## src/sv/dwcp_pkg.sv

```systemverilog
// shared types and constants of the dual wavetable crossfade player
// no dependencies; the design files refer to it by scoped names, the testbench imports it

package dwcp_pkg;

    // table depths and the address widths that follow from them
    localparam int unsigned LOOP_DEPTH  = 16384;
    localparam int unsigned START_DEPTH = 65536;
    localparam int unsigned LOOP_AW     = $clog2(LOOP_DEPTH);
    localparam int unsigned START_AW    = $clog2(START_DEPTH);

    // configuration port
    localparam int unsigned CFG_AW = 5;
    localparam int unsigned CFG_DW = 32;

    // reset values
    localparam logic [7:0] VOLUME_RESET       = 8'd200;
    localparam logic [7:0] START_VOLUME_RESET = 8'd255;

    // input word actions
    typedef enum logic [2:0] {
        ACT_LOAD   = 3'd0,
        ACT_SET    = 3'd1,
        ACT_PLAY   = 3'd2,
        ACT_OFF    = 3'd3,
        ACT_SWITCH = 3'd4,
        ACT_TICK   = 3'd5
    } t_action;

    // table select codes for a load
    typedef enum logic [1:0] {
        TBL_IDLE  = 2'd0,
        TBL_REV   = 2'd1,
        TBL_START = 2'd2
    } t_table;

    // register indexes on the configuration port
    typedef enum logic [2:0] {
        REG_HAS_START    = 3'd0,
        REG_IDLE_LENGTH  = 3'd1,
        REG_REV_LENGTH   = 3'd2,
        REG_START_LENGTH = 3'd3,
        REG_START_VOLUME = 3'd4
    } t_reg_idx;

    // configuration register contents
    typedef struct packed {
        logic        has_start;
        logic [14:0] idle_len;
        logic [14:0] rev_len;
        logic [16:0] start_len;
        logic [7:0]  start_vol;
    } t_cfg;

    // controller to datapath commands
    typedef struct packed {
        logic accept;
        logic mix_en;
        logic div_en;
        logic scl_en;
        logic load_out;
    } t_dp_cmd;

    // datapath to controller status
    typedef struct packed {
        logic tick_go;
    } t_dp_sts;

endpackage

```

## src/sv/dwcp_cfg.sv

```systemverilog
// configuration register file behind the apb-style port
// depends on dwcp_pkg

module dwcp_cfg (
    input  logic                          i_clk,
    input  logic                          i_rst_n,
    input  logic                          psel,
    input  logic                          penable,
    input  logic                          pwrite,
    input  logic [dwcp_pkg::CFG_AW-1:0]   paddr,
    input  logic [dwcp_pkg::CFG_DW-1:0]   pwdata,
    output logic [dwcp_pkg::CFG_DW-1:0]   prdata,
    output logic                          pready,
    output dwcp_pkg::t_cfg                o_cfg
);

    dwcp_pkg::t_cfg       r_cfg;
    dwcp_pkg::t_reg_idx   reg_idx;
    logic                 wr_en;

    assign reg_idx = dwcp_pkg::t_reg_idx'(paddr[4:2]);
    assign wr_en   = psel & penable & pwrite;
    assign pready  = 1'b1;
    assign o_cfg   = r_cfg;

    // register writes
    always_ff @(posedge i_clk) begin
        if (!i_rst_n) begin
            r_cfg.has_start <= 1'b0;
            r_cfg.idle_len  <= '0;
            r_cfg.rev_len   <= '0;
            r_cfg.start_len <= '0;
            r_cfg.start_vol <= dwcp_pkg::START_VOLUME_RESET;
        end else if (wr_en) begin
            case (reg_idx)
                dwcp_pkg::REG_HAS_START:    r_cfg.has_start <= pwdata[0];
                dwcp_pkg::REG_IDLE_LENGTH:  r_cfg.idle_len  <= pwdata[14:0];
                dwcp_pkg::REG_REV_LENGTH:   r_cfg.rev_len   <= pwdata[14:0];
                dwcp_pkg::REG_START_LENGTH: r_cfg.start_len <= pwdata[16:0];
                dwcp_pkg::REG_START_VOLUME: r_cfg.start_vol <= pwdata[7:0];
                default: ;
            endcase
        end
    end

    // read back
    always_comb begin
        case (reg_idx)
            dwcp_pkg::REG_HAS_START:    prdata = 32'(r_cfg.has_start);
            dwcp_pkg::REG_IDLE_LENGTH:  prdata = 32'(r_cfg.idle_len);
            dwcp_pkg::REG_REV_LENGTH:   prdata = 32'(r_cfg.rev_len);
            dwcp_pkg::REG_START_LENGTH: prdata = 32'(r_cfg.start_len);
            dwcp_pkg::REG_START_VOLUME: prdata = 32'(r_cfg.start_vol);
            default:                    prdata = '0;
        endcase
    end

endmodule

```

## config.mk

```make
export PLATFORM = sky130hd
export DESIGN_NAME = dwcp_cfg
export DESIGN_NICKNAME = d
export VERILOG_FILES = /design/src/sv/dwcp_pkg.sv /design/src/sv/dwcp_cfg.sv
export SDC_FILE = /design/constraint.sdc
export NUM_CORES = 1
export LEC_CHECK = 0
export BUFFER_PORTS_ARGS = -buffer_cell sky130_fd_sc_hd__buf_4
export CORE_ASPECT_RATIO = 0.75
export CORE_UTILIZATION = 52
export CTS_BUF_LIST = sky130_fd_sc_hd__clkbuf_8
export DETAILED_ROUTE_END_ITERATION = 6
export GPL_TIMING_DRIVEN = 0
export PLACE_DENSITY = 0.88
export SLEW_MARGIN = 20
export SYNTH_ARGS = -nofsm -noshare
export SYNTH_HDL_FRONTEND = slang
export SYNTH_SLANG_ARGS = --single-unit
```

## constraint.sdc

```tcl
create_clock -name i_clk -period 1.9 [get_ports i_clk]
set_clock_uncertainty 0.05 [all_clocks]
set_input_delay 0.095 -clock i_clk [delete_from_list [all_inputs] [get_ports i_clk]]
set_output_delay 0.095 -clock i_clk [all_outputs]
set_load 0.01 [all_outputs]
```

==> summary.md <==
| Metric | Value |
|---|---|
| GR Util All Layers | 0.291 |
| Mapped Cells | 299 |
| Register area | 1120 sq um |
| Slew Viols, Final | 0 |
| WHS | -0.00295 ns |
| CTS tree | built |
| Post-route cell area | 3740 sq um |
| Post-Synth XOR/XNOR Area | 0 |
| Worst hold path stage count | 3 |
| Sequential area share after synthesis | 0.409 |
| Fin. Hold Viols | 1 |
| Post-Syn Area | 2740 sq um |
| Synth Warn # | 0 |
| H-tree levels | 2 |
| Clock sink total | 56 |
| Postcts setup bufs | 0 |
| Unrepaired setup endpoints after global routing | no |
| Mux cell area share after synthesis | 0.265 |
| Post-Synth Simple-Gate Area | 0.178 |
| Clock-pin slew on the worst setup and hold paths | 0.10 ns |
| Status | finished with violations |
| DR vias/cell | 5.33 |
| Yosys top cell area share | 0.409 |
| Area after DPL | 3610 sq um |
| Drt pass-1 iters | 5 |
| Synth Area in Compound Gates | 0.0643 |
| Die Footprint | 5570 sq um |
| Routed WL per cell | 16.2 um |
| Worst-Margin Slew | 0.596 ns |
| Post-route minimum period | 1.69 ns |
| Largest register FFs | 56 |
| Multi-input logic area | 1460 sq um |
| Setup TNS | 0 ns |
| Peak fanout along the critical path | 10 |
| Adder-cell area share of the yosys netlist | 0 |
| MaxCap Viol Count | 0 |
| Crit path launch type | input pin |
| Setup violators final | 0 |
| Crit. path cell count | 5 |
| TritonCTS Buffers | 5 |
| Max clock buf depth | 2 |
| Worst Path Arrival | 1.54 ns |
| Worst R2R Path Depth | 2 |
| Gp weighted congestion | 0.825 |
| Vias in the first global route | 2,452 |
| Die height | 64.9 um |
| Antenna-violating nets left | 0 |
| Critical Path RT | 1.75 ns |
| Row Count | 22 |
| Async SR Flop Fraction | 0 |
| Delay-heaviest family, CP | buffers and inverters |
| Io pins | 131 |
| Fmax | 0.592 GHz |
| Max_slew headroom | 0.602 |
| Largest family of logic cells by synthesized area | multiplexers |
| Leak | 1.70 nW |
| Initial antenna violation count | 0 |
| Worst VDD drop | 0.432 mV |
| Slowest stage delay, CP | 0.51 ns |
| Via count | 2,630 |
| Post-synth EDFFs | 0 |
| CP max-delay cell | clkbuf_1 |
| Drc violations | 0 |
| Root Buffer | clkbuf_8 |
| Fillcell total | 388 |
| Top cells by count, synth | 72 x nand2_1, 57 x mux2i_1, 56 x dfxtp_1 |
| Share of cells above drive strength 1 | 0.342 |
| Crit path cell chain | buf_4 -> clkbuf_1 -> clkbuf_1 -> o21ai_0 -> buf_4 |
| Total Wirelength | 7970 um |
| Post-layout util | 0.751 |
| Top post-synthesis cells by area | dfxtp_1 41%, mux2i_1 21%, nand2_1 9.8%, mux2_2 5.7%, buf_4 5.2% |
| Top-count cell post-synth | nand2_1 |
| Buf/Inv on CP | 4 |
| Number of DRC markers in iteration 0 | 117 |
| Mapped Avg Cell Area | 9.18 sq um |
| Clk_lat worst skew | 0.31 ns |
| Core Area | 4980 sq um |
| Critical path type | in -> out |
| Non-filler cells, final | 493 |
| Layout Nets | 462 |
| Port bufs | 96 |
| PD cells | 569 nW/um^2 |
| Tightest Hold Check Type | in -> reg |
| Starting Density | 0.551 |
| Yosys reg bits | 56 |
| Final worst path period share | 0.888 |
| Largest net degree at the start of global routing | 16 |
| HPWL after DPL | 5800 um |
| Most used DFF post-synth | dfxtp_1 |
| P&R area growth vs syn | 36.4% |
| Ant. Diodes | 0 |
| First-pass GRT wire length | 12,300 um |
| Distinct cell type count after synthesis | 25 |
| Grt ovf | 0 |
| Failing checks | hold timing |
| Yosys top cell by area | dfxtp_1 |
| Endpoint type of the worst setup path | primary output |
| Die W | 85.9 um |
| # placed instances | 481 |
[report_power, final]
part | switching (mW) | internal (mW) | total [mW]
Sequential | 0.00725 | 1.18 | 1.19
Combinational | 0.155 | 0.121 | 0.277
Clock | 0.377 | 0.288 | 0.665
[per-stage QoR]
step	power [mW]	setup WS (ns)	hold slack, ns
after floorplan	1.37	0.748	0.187
final	2.13	0.212	-0.00295
after CTS	2.12	0.0701	0.00122
after global placement	1.47	0.0439	0.307
after detailed placement	1.48	0.0822	0.313
after global routing	2.22	0.153	0.00252
[worst paths after layout]
check | from | end | slack, ns
max | paddr[4] | prdata[5] | 0.21
min | pwdata[1] | o_cfg[1] | -0.003
max reg2reg | o_cfg[55] | o_cfg[55] | 1.12
min reg2reg | o_cfg[23] | o_cfg[23] | 0.43
[per-layer routing]
layer | vias up | global-route usage | share of wire
met4 | 0 | 0.0833 | 0.011
met1 | 1256 | 0.375 | 0.43
met3 | 11 | 0.0624 | 0.080
li1 | 1227 | - | -
met2 | 136 | 0.491 | 0.47
met5 | - | 0 | 0
[placed cells by master, fill, tap and decap left out, drive strengths merged, types with 2 or more instances in the layout]
master       synthesis  layout
a22oi               14      14
dfxtp               56      56
inv                  0       2
mux2                14      14
o21ai                8       8
mux2i               57      57
nand2               72      72
nor3b                2       2
dlygate4sd3          0       4
conb                 2      16
nor2b               18      18
nor2                 9       9
and3                 2       2
buf                 24     120
clkbuf              13      19
[area by class of cell]
type	count	share of cell area
Clock buffer	6	0.0221
Tap cell	72	0.0241
Sequential cell	56	0.300
Multi-Input combinational cell	220	0.390
Buffer	37	0.0595
Timing Repair Buffer	100	0.203
Clock inverter	2	0.00201
[repair_timing]
| item | 4_1_cts | 5_1_grt |
|---|---|---|
| resized for setup | 0 | 1 |
| hold buffers | 4 | 0 |
| endpoints found under the hold margin | 4 | 0 |
| endpoints found under the setup margin | 0 | 6 |
[logic make-up (layout without fill, tap and decap cells)]
logic type	after synthesis	after routing
flip-flops	56	56
AND/OR/NAND/NOR	107	107
buffers and inverters	37	145
other	2	16
AO/OA/AOI/OAI	26	26
multiplexers	71	71
[worst min-delay path, stage by stage]
cell     delay [ns]
buf_4          0.08
nor2b_1        0.04
mux2i_1        0.11
(Power assumes the default switching activity.)
