## src/sv/dwcp_pkg.sv

```systemverilog
// shared types and constants of the dual wavetable crossfade player
// no dependencies; the design files refer to it by scoped names, the testbench imports it

package dwcp_pkg;

    // table depths and the address widths that follow from them
    localparam int unsigned LOOP_DEPTH  = 16384;
    localparam int unsigned START_DEPTH = 65536;
    localparam int unsigned LOOP_AW     = $clog2(LOOP_DEPTH);
    localparam int unsigned START_AW    = $clog2(START_DEPTH);

    // configuration port
    localparam int unsigned CFG_AW = 5;
    localparam int unsigned CFG_DW = 32;

    // reset values
    localparam logic [7:0] VOLUME_RESET       = 8'd200;
    localparam logic [7:0] START_VOLUME_RESET = 8'd255;

    // input word actions
    typedef enum logic [2:0] {
        ACT_LOAD   = 3'd0,
        ACT_SET    = 3'd1,
        ACT_PLAY   = 3'd2,
        ACT_OFF    = 3'd3,
        ACT_SWITCH = 3'd4,
        ACT_TICK   = 3'd5
    } t_action;

    // table select codes for a load
    typedef enum logic [1:0] {
        TBL_IDLE  = 2'd0,
        TBL_REV   = 2'd1,
        TBL_START = 2'd2
    } t_table;

    // register indexes on the configuration port
    typedef enum logic [2:0] {
        REG_HAS_START    = 3'd0,
        REG_IDLE_LENGTH  = 3'd1,
        REG_REV_LENGTH   = 3'd2,
        REG_START_LENGTH = 3'd3,
        REG_START_VOLUME = 3'd4
    } t_reg_idx;

    // configuration register contents
    typedef struct packed {
        logic        has_start;
        logic [14:0] idle_len;
        logic [14:0] rev_len;
        logic [16:0] start_len;
        logic [7:0]  start_vol;
    } t_cfg;

    // controller to datapath commands
    typedef struct packed {
        logic accept;
        logic mix_en;
        logic div_en;
        logic scl_en;
        logic load_out;
    } t_dp_cmd;

    // datapath to controller status
    typedef struct packed {
        logic tick_go;
    } t_dp_sts;

endpackage

```

## src/sv/dwcp_ctrl.sv

```systemverilog
// controller: sequences one tick through read, crossfade, divide, scale, output
// depends on dwcp_pkg

module dwcp_ctrl (
    input  logic              i_clk,
    input  logic              i_rst_n,
    input  logic              i_in_valid,
    output logic              o_in_ready,
    output logic              o_out_valid,
    input  logic              i_out_ready,
    input  dwcp_pkg::t_dp_sts i_sts,
    output dwcp_pkg::t_dp_cmd o_cmd
);

    typedef enum logic [4:0] {
        ST_IDLE = 5'b00001,
        ST_MIX  = 5'b00010,
        ST_DIV  = 5'b00100,
        ST_SCL  = 5'b01000,
        ST_OUT  = 5'b10000
    } t_state;

    t_state r_state, n_state;
    logic   r_out_valid, n_out_valid;
    logic   accept;
    logic   out_free;

    assign o_in_ready  = (r_state == ST_IDLE);
    assign o_out_valid = r_out_valid;
    assign accept      = i_in_valid & o_in_ready;
    assign out_free    = !r_out_valid || i_out_ready;

    // next state and commands
    always_comb begin
        n_state        = r_state;
        o_cmd          = '0;
        o_cmd.accept   = accept;
        case (r_state)
            ST_IDLE: begin
                if (accept && i_sts.tick_go) n_state = ST_MIX;
            end
            ST_MIX: begin
                o_cmd.mix_en = 1'b1;
                n_state      = ST_DIV;
            end
            ST_DIV: begin
                o_cmd.div_en = 1'b1;
                n_state      = ST_SCL;
            end
            ST_SCL: begin
                o_cmd.scl_en = 1'b1;
                n_state      = ST_OUT;
            end
            ST_OUT: begin
                if (out_free) begin
                    o_cmd.load_out = 1'b1;
                    n_state        = ST_IDLE;
                end
            end
            default: n_state = ST_IDLE;
        endcase
    end

    // output word valid
    always_comb begin
        n_out_valid = r_out_valid;
        if (o_cmd.load_out)  n_out_valid = 1'b1;
        else if (i_out_ready) n_out_valid = 1'b0;
    end

    always_ff @(posedge i_clk) begin
        if (!i_rst_n) begin
            r_state     <= ST_IDLE;
            r_out_valid <= 1'b0;
        end else begin
            r_state     <= n_state;
            r_out_valid <= n_out_valid;
        end
    end

endmodule

```

## config.mk

```make
export PLATFORM = sky130hd
export DESIGN_NAME = dwcp_ctrl
export DESIGN_NICKNAME = d
export VERILOG_FILES = /design/src/sv/dwcp_pkg.sv /design/src/sv/dwcp_ctrl.sv
export SDC_FILE = /design/constraint.sdc
export NUM_CORES = 1
export LEC_CHECK = 0
export ABC_AREA = 1
export BUFFER_PORTS_ARGS = -buffer_cell sky130_fd_sc_hd__buf_4
export CAP_MARGIN = 20
export CORE_AREA = 2 2 39 41
export CTS_CLUSTER_DIAMETER = 80
export CTS_CLUSTER_SIZE = 8
export DETAILED_ROUTE_END_ITERATION = 8
export DIE_AREA = 0 0 41 43
export SYNTH_ARGS = -nofsm -noshare
export SYNTH_HDL_FRONTEND = slang
export SYNTH_SLANG_ARGS = --single-unit
```

## constraint.sdc

```tcl
create_clock -name i_clk -period 2.85 [get_ports i_clk]
set_input_delay 0.1425 -clock i_clk [delete_from_list [all_inputs] [get_ports i_clk]]
set_output_delay 0.1425 -clock i_clk [all_outputs]
set_load 0.01 [all_outputs]
```

==> results.txt <==
The detailed-route wire length is 680 µm. The worst register-to-register path ends at r_state[0]. The min-delay analysis places its worst path in the category in -> reg. The switching power share of the total is 25.7%. The required time of the critical path came out at 2.71 ns. The footprint of the flip-flops and latches came out at 120 µm². Walking the worst path, the cells encountered are inv_1 > nor2_2 > nand3_2 > nor2_2 > buf_4. The overall die width came out at 41 µm. The classification of the worst setup path is reg -> out. The count of input and output buffers is 11.

The minimum period implied by the final worst setup slack came out at 1.27 ns. Counting stages on the worst path, the most repeated cell is sky130_fd_sc_hd__nor2_2. The peak supply drop came out at 0.137 mV. The final max-slew violation count came out at 0.

The family of cells with the greatest summed delay on the critical path is flip-flops. The biggest cell delay along the critical path is 0.37 ns. The part of the total power dissipated in sequential elements is 44.2%. For this design the ratio of total power to cell area is 440 mW/mm². The boundary pin count is 12.

Based on the critical path, the design can be clocked at up to 0.787 GHz. The detailed-route vias per instance came out at 4.07. The number of synthesized register bits is 6. The total inserted antenna cells came out at 0.

The layer with the highest usage after global routing is met1. Across the routed clock network, the largest skew measured is 0.00201 ns. The length in cells of the worst reg-to-reg path is 6. For the worst setup path, the data arrival time is 1.13 ns. Fill cells in the final layout number 164.

The number of design-rule violations left by the first detailed-router iteration came out at 2. The number of DRC violations after detailed routing is 0. At the end of the flow, the number of nets in the layout was 74. Summing the sequential cell areas from Yosys gives 33.7% of the chip area. The global routing met3 resource utilization is 4.71%. The share of total power dissipated in the clock network is 38.6%.

The average size of a mapped cell came out at 6.37 µm². The number of setup violations in the final report is 0. The overall via count from detail_route is 338. The normalized max-slew margin is 86.5%. The worst reg-to-reg setup slack came out at 1.84 ns. Global routing finished with a remaining overflow of 0.

The number of buffers on the longest clock path came out at 2. Setup repair after global routing left no endpoint under its margin. Counting distinct cell types in the post-synthesis netlist gives 13. Summing all placed instances gives a cell area of 437 µm².

The global-route wire length before repair is 1120 µm. The slew at the pin closest to its max-slew limit is 0.203 ns. The area taken by multi-input logic gates is 165 µm². The total of max-cap violations is 0. The minimum hold slack came out at 0.127 ns. The area of the die came out at 0.00176 mm². The initial core utilization came out at 25.8%.

Once detail routing completed, the nets flagged for antenna violations numbered 0. The hold path depth is 3. Cells fill 33.2% of the core in the end. The number of gates given a new drive strength after cts came out at 0.

The TritonCTS clock tree is yes. Summing every instance area after synthesis gives 357 µm². The number of nets produced by synthesis is 61. The via count of the first global-routing pass is 295. The worst setup path endpoint is o_cmd[4]. The cell row count came out at 14. The count of synthesis-stage warnings from yosys came out at 0. The global placer's final weighted congestion is 0.749. The leakage power of the design is 0.238 nW. From synthesis to final layout, the design area changed by 28.8%. Synthesis produced 56 cells. The combinational power share came out at 17.3%. Leaving out fill and tap cells, the most frequent cell in the layout is sky130_fd_sc_hd__inv_1. The floorplan step defined a core boundary enclosing 0.00138 mm². The number of logic stages on the critical path including buffering is 5. The largest individual stage delay along the critical path comes from the cell sky130_fd_sc_hd__dfxtp_1. Entering global routing, the biggest net connects 6 pins. The clock slew seen by the registers of the worst setup and hold paths came out at 0.05 ns. The startpoint of the most critical setup path is r_state[0].

The final instance area came out at 459 µm². The number of setup buffers added after CTS is 0. The post-placement worst setup slack came out at 1.84 ns. After detailed routing, the average wire length per cell comes to 8.19 µm. The global-route met1 utilization came out at 12.5%. The first detailed-routing pass ran for 2 iterations. The number of antenna violations at the first check in global routing is 0.

The worst register-to-register path begins at r_state[3]. The total net switching power came out at 0.0519 mW. The number of CTS-inserted buffers came out at 3. The insertion delay of the later-clocked pin in the worst-skew pair came out at 0.24 ns. The hold violation total from the final report is 0. The total internal power is 0.150 mW. The top cell types in the final layout, fill and taps aside, are sky130_fd_sc_hd__inv_1 (12), sky130_fd_sc_hd__nor2_1 (11), sky130_fd_sc_hd__buf_4 (11). The slack of the critical path is 1.58 ns. Dividing the final minimum period by the clock period gives 44.6%. The hold buffer count at cts is 0. The setup TNS is 0 ns. In this run the clock root is driven by a sky130_fd_sc_hd__clkbuf_4. Of all nets on the critical path, the largest fanout is 4. The number of H-tree branching levels is 1. The half-perimeter wire length after detailed placement is 555 µm. The overall fraction of global-route tracks in use came out at 9.74%.

STA classifies the critical path endpoint as a primary output. The die span in y came out at 43 µm. The clock net in this run drives a total of 6 sinks. The buffers plus inverters on the worst setup path came out at 2. The worst setup path is launched from a flip-flop.

The fraction of final layout cells sized beyond drive strength 1 came out at 31.3%. The met2 capacity usage during global routing is 12.5%. The run finished with clean final reports.
## how the worst min path moves through the flow
stage / startpoint / to / slack (ns)
4_1_cts: i_sts / r_state[1] / 0.12
6_report: i_sts / r_state[1] / 0.13
5_1_grt: i_sts / r_state[1] / 0.15
3_5_place_dp: i_sts / r_state[1] / 0.38
2_1_floorplan: i_sts / r_state[1] / 0.26
3_3_place_gp: i_sts / r_state[1] / 0.38
## power by group through the flow
stage               combinational [mW]  sequential [mW]  clock (mW)
finish                          0.0349           0.0893      0.0781
CTS                             0.0355           0.0893      0.0825
global placement                0.0353           0.0906           0
global route                    0.0401           0.0896      0.0848
floorplan                       0.0244           0.0902           0
detailed placement              0.0353           0.0907           0
## cell usage after synthesis
library cell,number,share of area [%]
sky130_fd_sc_hd__o21ai_1,1,1.4
sky130_fd_sc_hd__inv_2,1,1.1
sky130_fd_sc_hd__nor2_2,3,5.3
sky130_fd_sc_hd__inv_1,12,13
sky130_fd_sc_hd__nand3_2,2,5.6
sky130_fd_sc_hd__nor3_1,2,2.8
sky130_fd_sc_hd__nor2_4,1,3.2
sky130_fd_sc_hd__buf_4,3,6.3
sky130_fd_sc_hd__dfxtp_1,6,34
sky130_fd_sc_hd__nor2_1,11,12
sky130_fd_sc_hd__nand2_1,10,11
sky130_fd_sc_hd__a21oi_1,3,4.2
sky130_fd_sc_hd__nand4_1,1,1.8
## final cells by class
cell class	instances	area share [%]
Clock buffer	3	4.90
Inverter	13	10.6
Multi-Input combinational cell	34	36.0
Sequential cell	6	26.2
Tap cell	16	4.36
Timing Repair Buffer	11	18.0
## stage by stage
| step | total power [mW] | instances |
|---|---|---|
| floorplan | 0.115 | 56 |
| global placement | 0.126 | 80 |
| detailed placement | 0.126 | 80 |
| CTS | 0.207 | 83 |
| global route | 0.215 | 83 |
| finish | 0.202 | 83 |
## registers in the layout, summed over array words and instances, names as in the netlist
| signal | flops |
|---|---|
| o_out_valid | 1 |
| r_state | 5 |
## worst min-delay path, cell delays in order
cell and delay (ns):
sky130_fd_sc_hd__buf_4 0.08, sky130_fd_sc_hd__nand2_1 0.04, sky130_fd_sc_hd__nor2_1 0.07
## cell families (layout without fill, tap and decap cells)
family                 count (synthesis)  count (layout)  share of synthesized area, %
AO/OA/AOI/OAI                          4               4                          5.61
buffers and inverters                 16              27                          20.0
flip-flops                             6               6                          33.7
AND/OR/NAND/NOR                       30              30                          40.7
## per-layer routing
metal / share of wire (%) / wire length [µm]
met1: 46 / 316
met2: 45 / 307
met5: 0 / 0
met3: 8.4 / 57
met4: 0 / 0
Power figures use the tool's default switching activity.
